File: src/design/sha1_pkg.sv
package sha1_pkg;

  // Fixed sizes of the SHA-1 block and its state.
  localparam int unsigned POS_W      = 6;
  localparam int unsigned LEN_W      = 64;
  localparam int unsigned BLK_WORDS  = 16;
  localparam int unsigned NUM_WORDS  = 5;
  localparam int unsigned WORD_IDX_W = 3;
  localparam int unsigned ROUNDS     = 80;
  localparam int unsigned RND_W      = 7;

  // Byte positions that steer the padding.
  localparam logic [POS_W-1:0] LEN_POS  = 6'd56;
  localparam logic [POS_W-1:0] LAST_POS = 6'd63;
  localparam logic [7:0]       PAD_MARK = 8'h80;

  // Initial hash values.
  localparam logic [31:0] IV [NUM_WORDS] = '{
    32'h67452301, 32'hEFCDAB89, 32'h98BADCFE, 32'h10325476, 32'hC3D2E1F0
  };

  // Round constants, one per group of twenty rounds.
  localparam logic [31:0] K0 = 32'h5A827999;
  localparam logic [31:0] K1 = 32'h6ED9EBA1;
  localparam logic [31:0] K2 = 32'h8F1BBCDC;
  localparam logic [31:0] K3 = 32'hCA62C1D6;

  typedef enum logic [2:0] {
    ST_IDLE,
    ST_PAD,
    ST_ROUND,
    ST_ADD,
    ST_OUT
  } state_e;

  // Source of the byte written into the block.
  typedef enum logic [1:0] {
    SRC_MSG,
    SRC_MARK,
    SRC_ZERO,
    SRC_LEN
  } byte_src_e;

  typedef struct packed {
    logic                  byte_we;
    byte_src_e             byte_src;
    logic                  len_inc;
    logic                  load_work;
    logic                  round_en;
    logic [RND_W-1:0]      rnd;
    logic                  hash_add;
    logic                  hash_init;
    logic [WORD_IDX_W-1:0] word_idx;
  } cmd_t;

  typedef struct packed {
    logic [POS_W-1:0] pos;
  } stat_t;

endpackage

File: src/design/sha1_ifs.sv
// Message byte channel.
interface sha1_byte_if;
  logic       valid;
  logic       ready;
  logic [7:0] message_byte;
  logic       has_byte;
  logic       end_of_message;

  modport source (output valid, message_byte, has_byte, end_of_message, input ready);
  modport sink   (input valid, message_byte, has_byte, end_of_message, output ready);
endinterface

// Digest word channel.
interface sha1_digest_if;
  logic        valid;
  logic        ready;
  logic [31:0] digest_word;
  logic        last_word;

  modport source (output valid, digest_word, last_word, input ready);
  modport sink   (input valid, digest_word, last_word, output ready);
endinterface

File: src/design/sha1_ctrl.sv
module sha1_ctrl (
  input  logic           clk_i,
  input  logic           rst_ni,
  input  logic           in_valid_i,
  input  logic           has_byte_i,
  input  logic           eom_i,
  output logic           in_ready_o,
  output logic           out_valid_o,
  input  logic           out_ready_i,
  input  sha1_pkg::stat_t stat_i,
  output sha1_pkg::cmd_t cmd_o
);
  import sha1_pkg::*;

  state_e                state_q, state_d;
  logic [RND_W-1:0]      rnd_q, rnd_d;
  logic [WORD_IDX_W-1:0] widx_q, widx_d;
  logic                  fin_q, fin_d;
  logic                  mark_q, mark_d;
  logic                  len_q, len_d;

  // Control registers.
  always_ff @(posedge clk_i or negedge rst_ni) begin
    if (!rst_ni) begin
      state_q <= ST_IDLE;
      rnd_q   <= '0;
      widx_q  <= '0;
      fin_q   <= 1'b0;
      mark_q  <= 1'b0;
      len_q   <= 1'b0;
    end else begin
      state_q <= state_d;
      rnd_q   <= rnd_d;
      widx_q  <= widx_d;
      fin_q   <= fin_d;
      mark_q  <= mark_d;
      len_q   <= len_d;
    end
  end

  // Next state and datapath commands.
  always_comb begin
    state_d        = state_q;
    rnd_d          = rnd_q;
    widx_d         = widx_q;
    fin_d          = fin_q;
    mark_d         = mark_q;
    len_d          = len_q;
    in_ready_o     = 1'b0;
    out_valid_o    = 1'b0;
    cmd_o          = '0;
    cmd_o.byte_src = SRC_MSG;
    cmd_o.rnd      = rnd_q;
    cmd_o.word_idx = widx_q;

    case (state_q)
      ST_IDLE: begin
        in_ready_o = 1'b1;
        if (in_valid_i) begin
          if (has_byte_i) begin
            cmd_o.byte_we = 1'b1;
            cmd_o.len_inc = 1'b1;
          end
          if (has_byte_i && stat_i.pos == LAST_POS) begin
            // The block is full: compress it before anything else.
            cmd_o.load_work = 1'b1;
            rnd_d           = '0;
            fin_d           = eom_i;
            state_d         = ST_ROUND;
          end else if (eom_i) begin
            fin_d   = 1'b1;
            state_d = ST_PAD;
          end
        end
      end

      ST_PAD: begin
        // One padding byte per cycle: the marker, zeros, then the length.
        cmd_o.byte_we = 1'b1;
        if (!mark_q) begin
          cmd_o.byte_src = SRC_MARK;
          mark_d         = 1'b1;
        end else if (len_q || stat_i.pos == LEN_POS) begin
          cmd_o.byte_src = SRC_LEN;
          len_d          = 1'b1;
        end else begin
          cmd_o.byte_src = SRC_ZERO;
        end
        if (stat_i.pos == LAST_POS) begin
          cmd_o.load_work = 1'b1;
          rnd_d           = '0;
          state_d         = ST_ROUND;
        end
      end

      ST_ROUND: begin
        cmd_o.round_en = 1'b1;
        if (rnd_q == RND_W'(ROUNDS - 1)) begin
          state_d = ST_ADD;
        end else begin
          rnd_d = rnd_q + 1'b1;
        end
      end

      ST_ADD: begin
        cmd_o.hash_add = 1'b1;
        if (!fin_q) begin
          state_d = ST_IDLE;
        end else if (len_q) begin
          widx_d  = '0;
          state_d = ST_OUT;
        end else begin
          state_d = ST_PAD;
        end
      end

      ST_OUT: begin
        out_valid_o = 1'b1;
        if (out_ready_i) begin
          if (widx_q == WORD_IDX_W'(NUM_WORDS - 1)) begin
            cmd_o.hash_init = 1'b1;
            fin_d           = 1'b0;
            mark_d          = 1'b0;
            len_d           = 1'b0;
            state_d         = ST_IDLE;
          end else begin
            widx_d = widx_q + 1'b1;
          end
        end
      end

      default: begin
        state_d = ST_IDLE;
      end
    endcase
  end

endmodule

File: src/design/sha1_dp.sv
module sha1_dp (
  input  logic            clk_i,
  input  logic            rst_ni,
  input  logic [7:0]      message_byte_i,
  input  sha1_pkg::cmd_t  cmd_i,
  output sha1_pkg::stat_t stat_o,
  output logic [31:0]     digest_word_o,
  output logic            last_word_o
);
  import sha1_pkg::*;

  logic [POS_W-1:0] pos_q;
  logic [LEN_W-1:0] bitlen_q;
  logic [31:0]      hash_q [NUM_WORDS];
  logic [23:0]      acc_q;
  logic [31:0]      w_q [BLK_WORDS];
  logic [31:0]      a_q, b_q, c_q, d_q, e_q;

  logic [7:0]       len_byte;
  logic [7:0]       wr_byte;
  logic [31:0]      sched;
  logic [31:0]      wr;
  logic [31:0]      f;
  logic [31:0]      k;
  logic [31:0]      t;

  assign stat_o.pos = pos_q;

  // Length bytes go out most significant first from position 56 on.
  assign len_byte = 8'(bitlen_q >> {~pos_q[2:0], 3'b000});

  // Byte source selection.
  always_comb begin
    case (cmd_i.byte_src)
      SRC_MSG:  wr_byte = message_byte_i;
      SRC_MARK: wr_byte = PAD_MARK;
      SRC_ZERO: wr_byte = 8'h00;
      SRC_LEN:  wr_byte = len_byte;
      default:  wr_byte = 8'h00;
    endcase
  end

  // Message schedule taps: w_q[0] holds the oldest word.
  assign sched = w_q[13] ^ w_q[8] ^ w_q[2] ^ w_q[0];
  assign wr    = (cmd_i.rnd < RND_W'(16)) ? w_q[0] : {sched[30:0], sched[31]};

  // Round function and constant.
  always_comb begin
    if (cmd_i.rnd < RND_W'(20)) begin
      f = (b_q & c_q) | (~b_q & d_q);
      k = K0;
    end else if (cmd_i.rnd < RND_W'(40)) begin
      f = b_q ^ c_q ^ d_q;
      k = K1;
    end else if (cmd_i.rnd < RND_W'(60)) begin
      f = (b_q & c_q) | (b_q & d_q) | (c_q & d_q);
      k = K2;
    end else begin
      f = b_q ^ c_q ^ d_q;
      k = K3;
    end
  end

  assign t = {a_q[26:0], a_q[31:27]} + f + e_q + k + wr;

  // Byte position, length count and running hash.
  always_ff @(posedge clk_i or negedge rst_ni) begin
    if (!rst_ni) begin
      pos_q    <= '0;
      bitlen_q <= '0;
      for (int i = 0; i < NUM_WORDS; i++) begin
        hash_q[i] <= IV[i];
      end
    end else begin
      if (cmd_i.byte_we) begin
        pos_q <= pos_q + 1'b1;
      end
      if (cmd_i.hash_init) begin
        bitlen_q <= '0;
      end else if (cmd_i.len_inc) begin
        bitlen_q <= bitlen_q + LEN_W'(8);
      end
      if (cmd_i.hash_init) begin
        for (int i = 0; i < NUM_WORDS; i++) begin
          hash_q[i] <= IV[i];
        end
      end else if (cmd_i.hash_add) begin
        hash_q[0] <= hash_q[0] + a_q;
        hash_q[1] <= hash_q[1] + b_q;
        hash_q[2] <= hash_q[2] + c_q;
        hash_q[3] <= hash_q[3] + d_q;
        hash_q[4] <= hash_q[4] + e_q;
      end
    end
  end

  // Byte packing and the schedule shift line; both shift toward w_q[0].
  always_ff @(posedge clk_i) begin
    if (cmd_i.byte_we) begin
      if (pos_q[1:0] == 2'b11) begin
        for (int i = 0; i < BLK_WORDS - 1; i++) begin
          w_q[i] <= w_q[i+1];
        end
        w_q[BLK_WORDS-1] <= {acc_q, wr_byte};
      end else begin
        acc_q <= {acc_q[15:0], wr_byte};
      end
    end else if (cmd_i.round_en) begin
      for (int i = 0; i < BLK_WORDS - 1; i++) begin
        w_q[i] <= w_q[i+1];
      end
      w_q[BLK_WORDS-1] <= wr;
    end
  end

  // Working variables.
  always_ff @(posedge clk_i) begin
    if (cmd_i.load_work) begin
      a_q <= hash_q[0];
      b_q <= hash_q[1];
      c_q <= hash_q[2];
      d_q <= hash_q[3];
      e_q <= hash_q[4];
    end else if (cmd_i.round_en) begin
      a_q <= t;
      b_q <= a_q;
      c_q <= {b_q[1:0], b_q[31:2]};
      d_q <= c_q;
      e_q <= d_q;
    end
  end

  // Digest word selection.
  always_comb begin
    case (cmd_i.word_idx)
      3'd0:    digest_word_o = hash_q[0];
      3'd1:    digest_word_o = hash_q[1];
      3'd2:    digest_word_o = hash_q[2];
      3'd3:    digest_word_o = hash_q[3];
      3'd4:    digest_word_o = hash_q[4];
      default: digest_word_o = hash_q[0];
    endcase
  end

  assign last_word_o = (cmd_i.word_idx == WORD_IDX_W'(NUM_WORDS - 1));

endmodule

File: src/design/sha1_stream_hasher.sv
// Streaming SHA-1 hasher. Message bytes enter one per word on byte_i; a word with
// end_of_message set pads the message and the five digest words h0..h4 leave on
// digest_o, the last one flagged by last_word. A byte word is taken whenever
// the hasher is idle. Each full 64-byte block stalls the input while it runs
// through the single-round unit and then the hash update. At the end of a
// message the padding bytes go through the same byte path at one per cycle
// (up to 64, or up to 72 when a second block is needed), each filled block is
// compressed the same way, and then the digest is offered one word per cycle
// while digest_o.ready is high. No new word is taken until the digest is drained.
module sha1_stream_hasher (
  input  logic          clk_i,
  input  logic          rst_ni,
  sha1_byte_if.sink     byte_i,
  sha1_digest_if.source digest_o
);
  import sha1_pkg::*;

  cmd_t  cmd;
  stat_t stat;

  sha1_ctrl u_ctrl (
    .clk_i       (clk_i),
    .rst_ni      (rst_ni),
    .in_valid_i  (byte_i.valid),
    .has_byte_i  (byte_i.has_byte),
    .eom_i       (byte_i.end_of_message),
    .in_ready_o  (byte_i.ready),
    .out_valid_o (digest_o.valid),
    .out_ready_i (digest_o.ready),
    .stat_i      (stat),
    .cmd_o       (cmd)
  );

  sha1_dp u_dp (
    .clk_i          (clk_i),
    .rst_ni         (rst_ni),
    .message_byte_i (byte_i.message_byte),
    .cmd_i          (cmd),
    .stat_o         (stat),
    .digest_word_o  (digest_o.digest_word),
    .last_word_o    (digest_o.last_word)
  );

endmodule

File: src/flat_wrapper.sv
// flat-port wrapper written by rule: the top's interface ports become plain ports
module sha1_stream_hasher_flat import sha1_pkg::*;
  (clk_i, rst_ni, byte_i_valid, byte_i_message_byte, byte_i_has_byte, byte_i_end_of_message, byte_i_ready, digest_o_valid, digest_o_digest_word, digest_o_last_word, digest_o_ready);
  sha1_byte_if byte_i_i ();
  sha1_digest_if digest_o_i ();
  input  logic clk_i;
  input  logic rst_ni;
  input wire logic [$bits(byte_i_i.valid)-1:0] byte_i_valid;
  input wire logic [$bits(byte_i_i.message_byte)-1:0] byte_i_message_byte;
  input wire logic [$bits(byte_i_i.has_byte)-1:0] byte_i_has_byte;
  input wire logic [$bits(byte_i_i.end_of_message)-1:0] byte_i_end_of_message;
  output wire logic [$bits(byte_i_i.ready)-1:0] byte_i_ready;
  output wire logic [$bits(digest_o_i.valid)-1:0] digest_o_valid;
  output wire logic [$bits(digest_o_i.digest_word)-1:0] digest_o_digest_word;
  output wire logic [$bits(digest_o_i.last_word)-1:0] digest_o_last_word;
  input wire logic [$bits(digest_o_i.ready)-1:0] digest_o_ready;
  assign byte_i_i.valid = byte_i_valid;
  assign byte_i_i.message_byte = byte_i_message_byte;
  assign byte_i_i.has_byte = byte_i_has_byte;
  assign byte_i_i.end_of_message = byte_i_end_of_message;
  assign byte_i_ready = byte_i_i.ready;
  assign digest_o_valid = digest_o_i.valid;
  assign digest_o_digest_word = digest_o_i.digest_word;
  assign digest_o_last_word = digest_o_i.last_word;
  assign digest_o_i.ready = digest_o_ready;
  sha1_stream_hasher u_core (.clk_i(clk_i), .rst_ni(rst_ni), .byte_i(byte_i_i), .digest_o(digest_o_i));
endmodule
File: config.mk
export PLATFORM = sky130hd
export DESIGN_NAME = sha1_stream_hasher_flat
export DESIGN_NICKNAME = d
export VERILOG_FILES = /design/src/design/sha1_pkg.sv /design/src/design/sha1_ifs.sv /design/src/design/sha1_ctrl.sv /design/src/design/sha1_dp.sv /design/src/design/sha1_stream_hasher.sv /design/src/flat_wrapper.sv
export SDC_FILE = /design/constraint.sdc
export NUM_CORES = 2
export LEC_CHECK = 0
export ABC_AREA = 1
export BUFFER_PORTS_ARGS = -buffer_cell sky130_fd_sc_hd__buf_4
export CAP_MARGIN = 30
export CELL_PAD_IN_SITES_DETAIL_PLACEMENT = 1
export CELL_PAD_IN_SITES_GLOBAL_PLACEMENT = 2
export CORE_ASPECT_RATIO = 1.4
export CORE_MARGIN = 4
export CORE_UTILIZATION = 43
export CTS_BUF_LIST = sky130_fd_sc_hd__clkbuf_4
export DETAILED_ROUTE_END_ITERATION = 10
export GPL_TIMING_DRIVEN = 1
export PLACE_DENSITY_LB_ADDON = 0.1
export REMOVE_ABC_BUFFERS = 1
export SYNTH_ARGS = -nofsm -noshare
export SYNTH_HDL_FRONTEND = slang
export SYNTH_HIERARCHICAL = 1
export SYNTH_SLANG_ARGS = --single-unit
File: constraint.sdc
create_clock -name clk_i -period 51.9 [get_ports clk_i]
set_input_delay 5.19 -clock clk_i [delete_from_list [all_inputs] [get_ports clk_i]]
set_output_delay 5.19 -clock clk_i [all_outputs]
set_load 0.05 [all_outputs]
==> flow_summary.ini <==
[worst_setup_path]
r2r_start = u_core/u_ctrl/rnd_q[3]
cp-end-kind = primary output
crit_type = flop to primary output
cp_common_cell = buf_4
crit_arrival_ps = 4360
r2r_setup_slack_ps = 44700
slowest_stage = a221oi_1
critPathMaxStageDelay_ps = 920
cp_max_fo = 18
r2r-end = u_core/u_dp/a_q[31]
crit_required_ps = 46710
r2r_cells = 25
worstPathCellList = inv_1, nor3_4, buf_4, inv_2, o22ai_1, a221oi_1, nand2_1, buf_4
start_kind = flop

[route]
vias = 42896
wl_per_cell_um = 26.91
met3_length_mm = 9.509
viasPerCell = 5.585
drc = 0
met2WireLength_mm = 101.1
detailedRoute.firstIterationViolations = 3214
m1WireLength_mm = 81.02
ant_nets = 0
drt_pass1_iterations = 5
wl_mm = 206.7
dr.max_layer_used = met5

[global_routing]
gr-total-overflow = 0
grt_pass1_wl_mm = 299.4
grt_max_degree = 210
grt_pass1_vias = 45363
antenna_found_initial = 7
grt_use_total_pct = 32.23

[synthesis]
synth_edf_count = 696
synth_top_area_cell = edfxtp_1
seq_area_frac_synth_pct = 51.49
synth_cell_type_count = 64
synth_area_leaders = edfxtp_1 (40%), nand2_1 (8.9%), dfrtp_1 (7.8%)
synthArstFlopShare_pct = 25.88
synthFlopType = edfxtp_1
ys_ff_latch = 939
netlist_area_mm2 = 0.05260
ys_warn_count = 6
synth_cells = 5644
synth_top_area_share_pct = 39.74
synth.avg_cell_area_um2 = 9.319

[floorplan]
rows = 151
die_w_um = 303.6
ios = 49
start_util_pct = 43.36
die-area_mm2 = 0.1281
coreArea_mm2 = 0.1213
die_y_um = 421.8

[cts]
clock_latency_ps = 1270
cts_max_level = 4
cts_root_buffer = clkbuf_4
cts.sinks = 939
post_cts_buffers = 0
numCtsBuffers = 234
clkTransAtPathRegs_ps = 60
cts.path.max_buffers = 3
tritoncts = built
hold_buffers = 0
post_cts_resize_count = 0

[run]
timing.max_cap.violations = 0

[sta]
finalHoldViolations = 0
setup_viol = 0
min_period_over_period_pct = 18.41
fmax_ghz = 0.1047
drv_slew = 0
finClkSkew_ps = 98.94
period_needed_ps = 9553
worst_slew_pin_slew_ps = 1210
rsz0062_at_grt = no
setup_tns_ps = 0
max_slew_margin_pct = 19.34

[worst_hold_path]
hp-start = u_core/u_dp/w_q[0][45]
min_to = u_core/u_dp/w_q[0][13]
hold_depth = 0
hold_path.class = flop to flop

[placed_design]
post-dp-hpwl_mm = 159.3
gp_congestion = 0.9954
io_buffers = 48

[layout]
nets = 6208
synthToLayoutAreaGrowth_pct = 11.01
final_layout_size_suffix_gt1_share_pct = 10.79

[status]
status = completed
[critical path, delay by kind of cell (launching register included)]
kind	cells	cell delay [ps]
AO/OA/AOI/OAI	2	1050
flip-flops	1	450
buffers and inverters	4	1170
AND/OR/NAND/NOR	2	430
[synth_stat cells (all sizes together) (2+ instances only)]
master and instances:
a211oi 6, a21boi 20, a21o 23, a21oi 314
a221oi 25, a22o 4, a22oi 12, a31oi 17
a32o 4, and2 6, and3 3, buf 20
clkbuf 104, clkinv 6, dfrtp 163, dfstp 80
edfxtp 696, fa 125, ha 198, inv 795
nand2 1263, nand2b 2, nand3 269, nand3b 14
nand4 84, nor2 418, nor3 85, nor4 9
o2111ai 14, o211ai 33, o21a 27, o21ai 485
o21bai 35, o221ai 15, o22ai 65, o311ai 2
o31ai 8, or2 19, xnor2 118, xor2 55
[kinds of logic after synthesis]
family,after synthesis,share of synthesized area [%]
and+or+nand+nor,2173,17.47
AOI/OAI and AO/OA,1111,12.06
DFF,939,51.49
buffers and inverters,925,6.630
adders and majority gates,323,9.468
xor gates and xnor gates,173,2.881
[placed cells by master, fill, tap and decap left out, types with 17 or more instances in the layout]
master	instances
nand4_1	81
a221oi_1	20
nand2_1	1253
nor3_1	77
inv_2	21
clkinv_2	25
buf_4	101
nor2_1	397
o22ai_1	65
edfxtp_1	696
a21oi_1	314
o21ai_0	427
dfrtp_1	163
xor2_1	55
a31oi_1	17
a21boi_0	19
dfstp_2	80
clkinv_1	73
o21bai_1	35
ha_1	198
o21a_1	27
clkbuf_4	326
o211ai_1	33
xnor2_1	118
inv_1	770
fa_1	125
o21ai_1	54
a21o_1	23
nand3_1	267
[worst max-delay path by stage]
stage                            start                       end
6_report       u_core/u_ctrl/widx_q[2]  digest_o_digest_word[19]
5_1_grt        u_core/u_ctrl/widx_q[2]   digest_o_digest_word[9]
4_1_cts        u_core/u_ctrl/widx_q[2]   digest_o_digest_word[9]
3_5_place_dp           byte_i_has_byte        u_core/u_dp/b_q[3]
3_3_place_gp           byte_i_has_byte        u_core/u_dp/b_q[3]
2_1_floorplan          byte_i_has_byte     u_core/u_dp/w_q[0][0]
[final cells by class]
type	instances	area (um2)
diodes	5	12.51
clock buffers	326	2447
clock inverters	109	651.9
fillers	14201	62910
inverters	801	3015
multi-input cells	3780	22120
flip-flops and latches	939	27080
well taps	1606	2009
repair buffers	115	1051
[stage by stage]
step | setup WS, ps | cell area [um2] | instances | utilization (%) | hold WS (ps)
global route | 42210 | 58390 | 7681 | 48.14 | 405.0
CTS | 42280 | 58260 | 7671 | 48.03 | 387.0
finish | 42350 | 58390 | 7681 | 48.14 | 376.4
global placement | 42150 | 55020 | 7228 | 45.36 | 400.7
floorplan | 8369 | 52120 | 5520 | - | 400.3
detailed placement | 42160 | 55160 | 7236 | 45.47 | 405.2
[per-layer routing]
| metal | track usage [%] | vias to the layer above |
|---|---|---|
| met4 | 20.24 | 2 |
| li1 | - | 19709 |
| met1 | 38.34 | 21512 |
| met3 | 4.857 | 442 |
| met2 | 54.48 | 1231 |
| met5 | 0 | - |
[state kept, by name (all words and copies together), names as in the netlist, 6 cells and up]
name                  count
u_core/u_dp/c_q          32
u_core/u_dp/e_q          32
u_core/u_dp/b_q          32
u_core/u_dp/d_q          32
u_core/u_dp/acc_q        24
u_core/u_dp/a_q          32
u_core/u_dp/hash_q      160
u_core/u_dp/w_q         512
u_core/u_dp/stat_o        6
u_core/u_ctrl/rnd_q       7
u_core/u_dp/bitlen_q     61
Power is not shown: default switching activity piles up to over one toggle a cycle in this logic, so the estimate is an artifact.
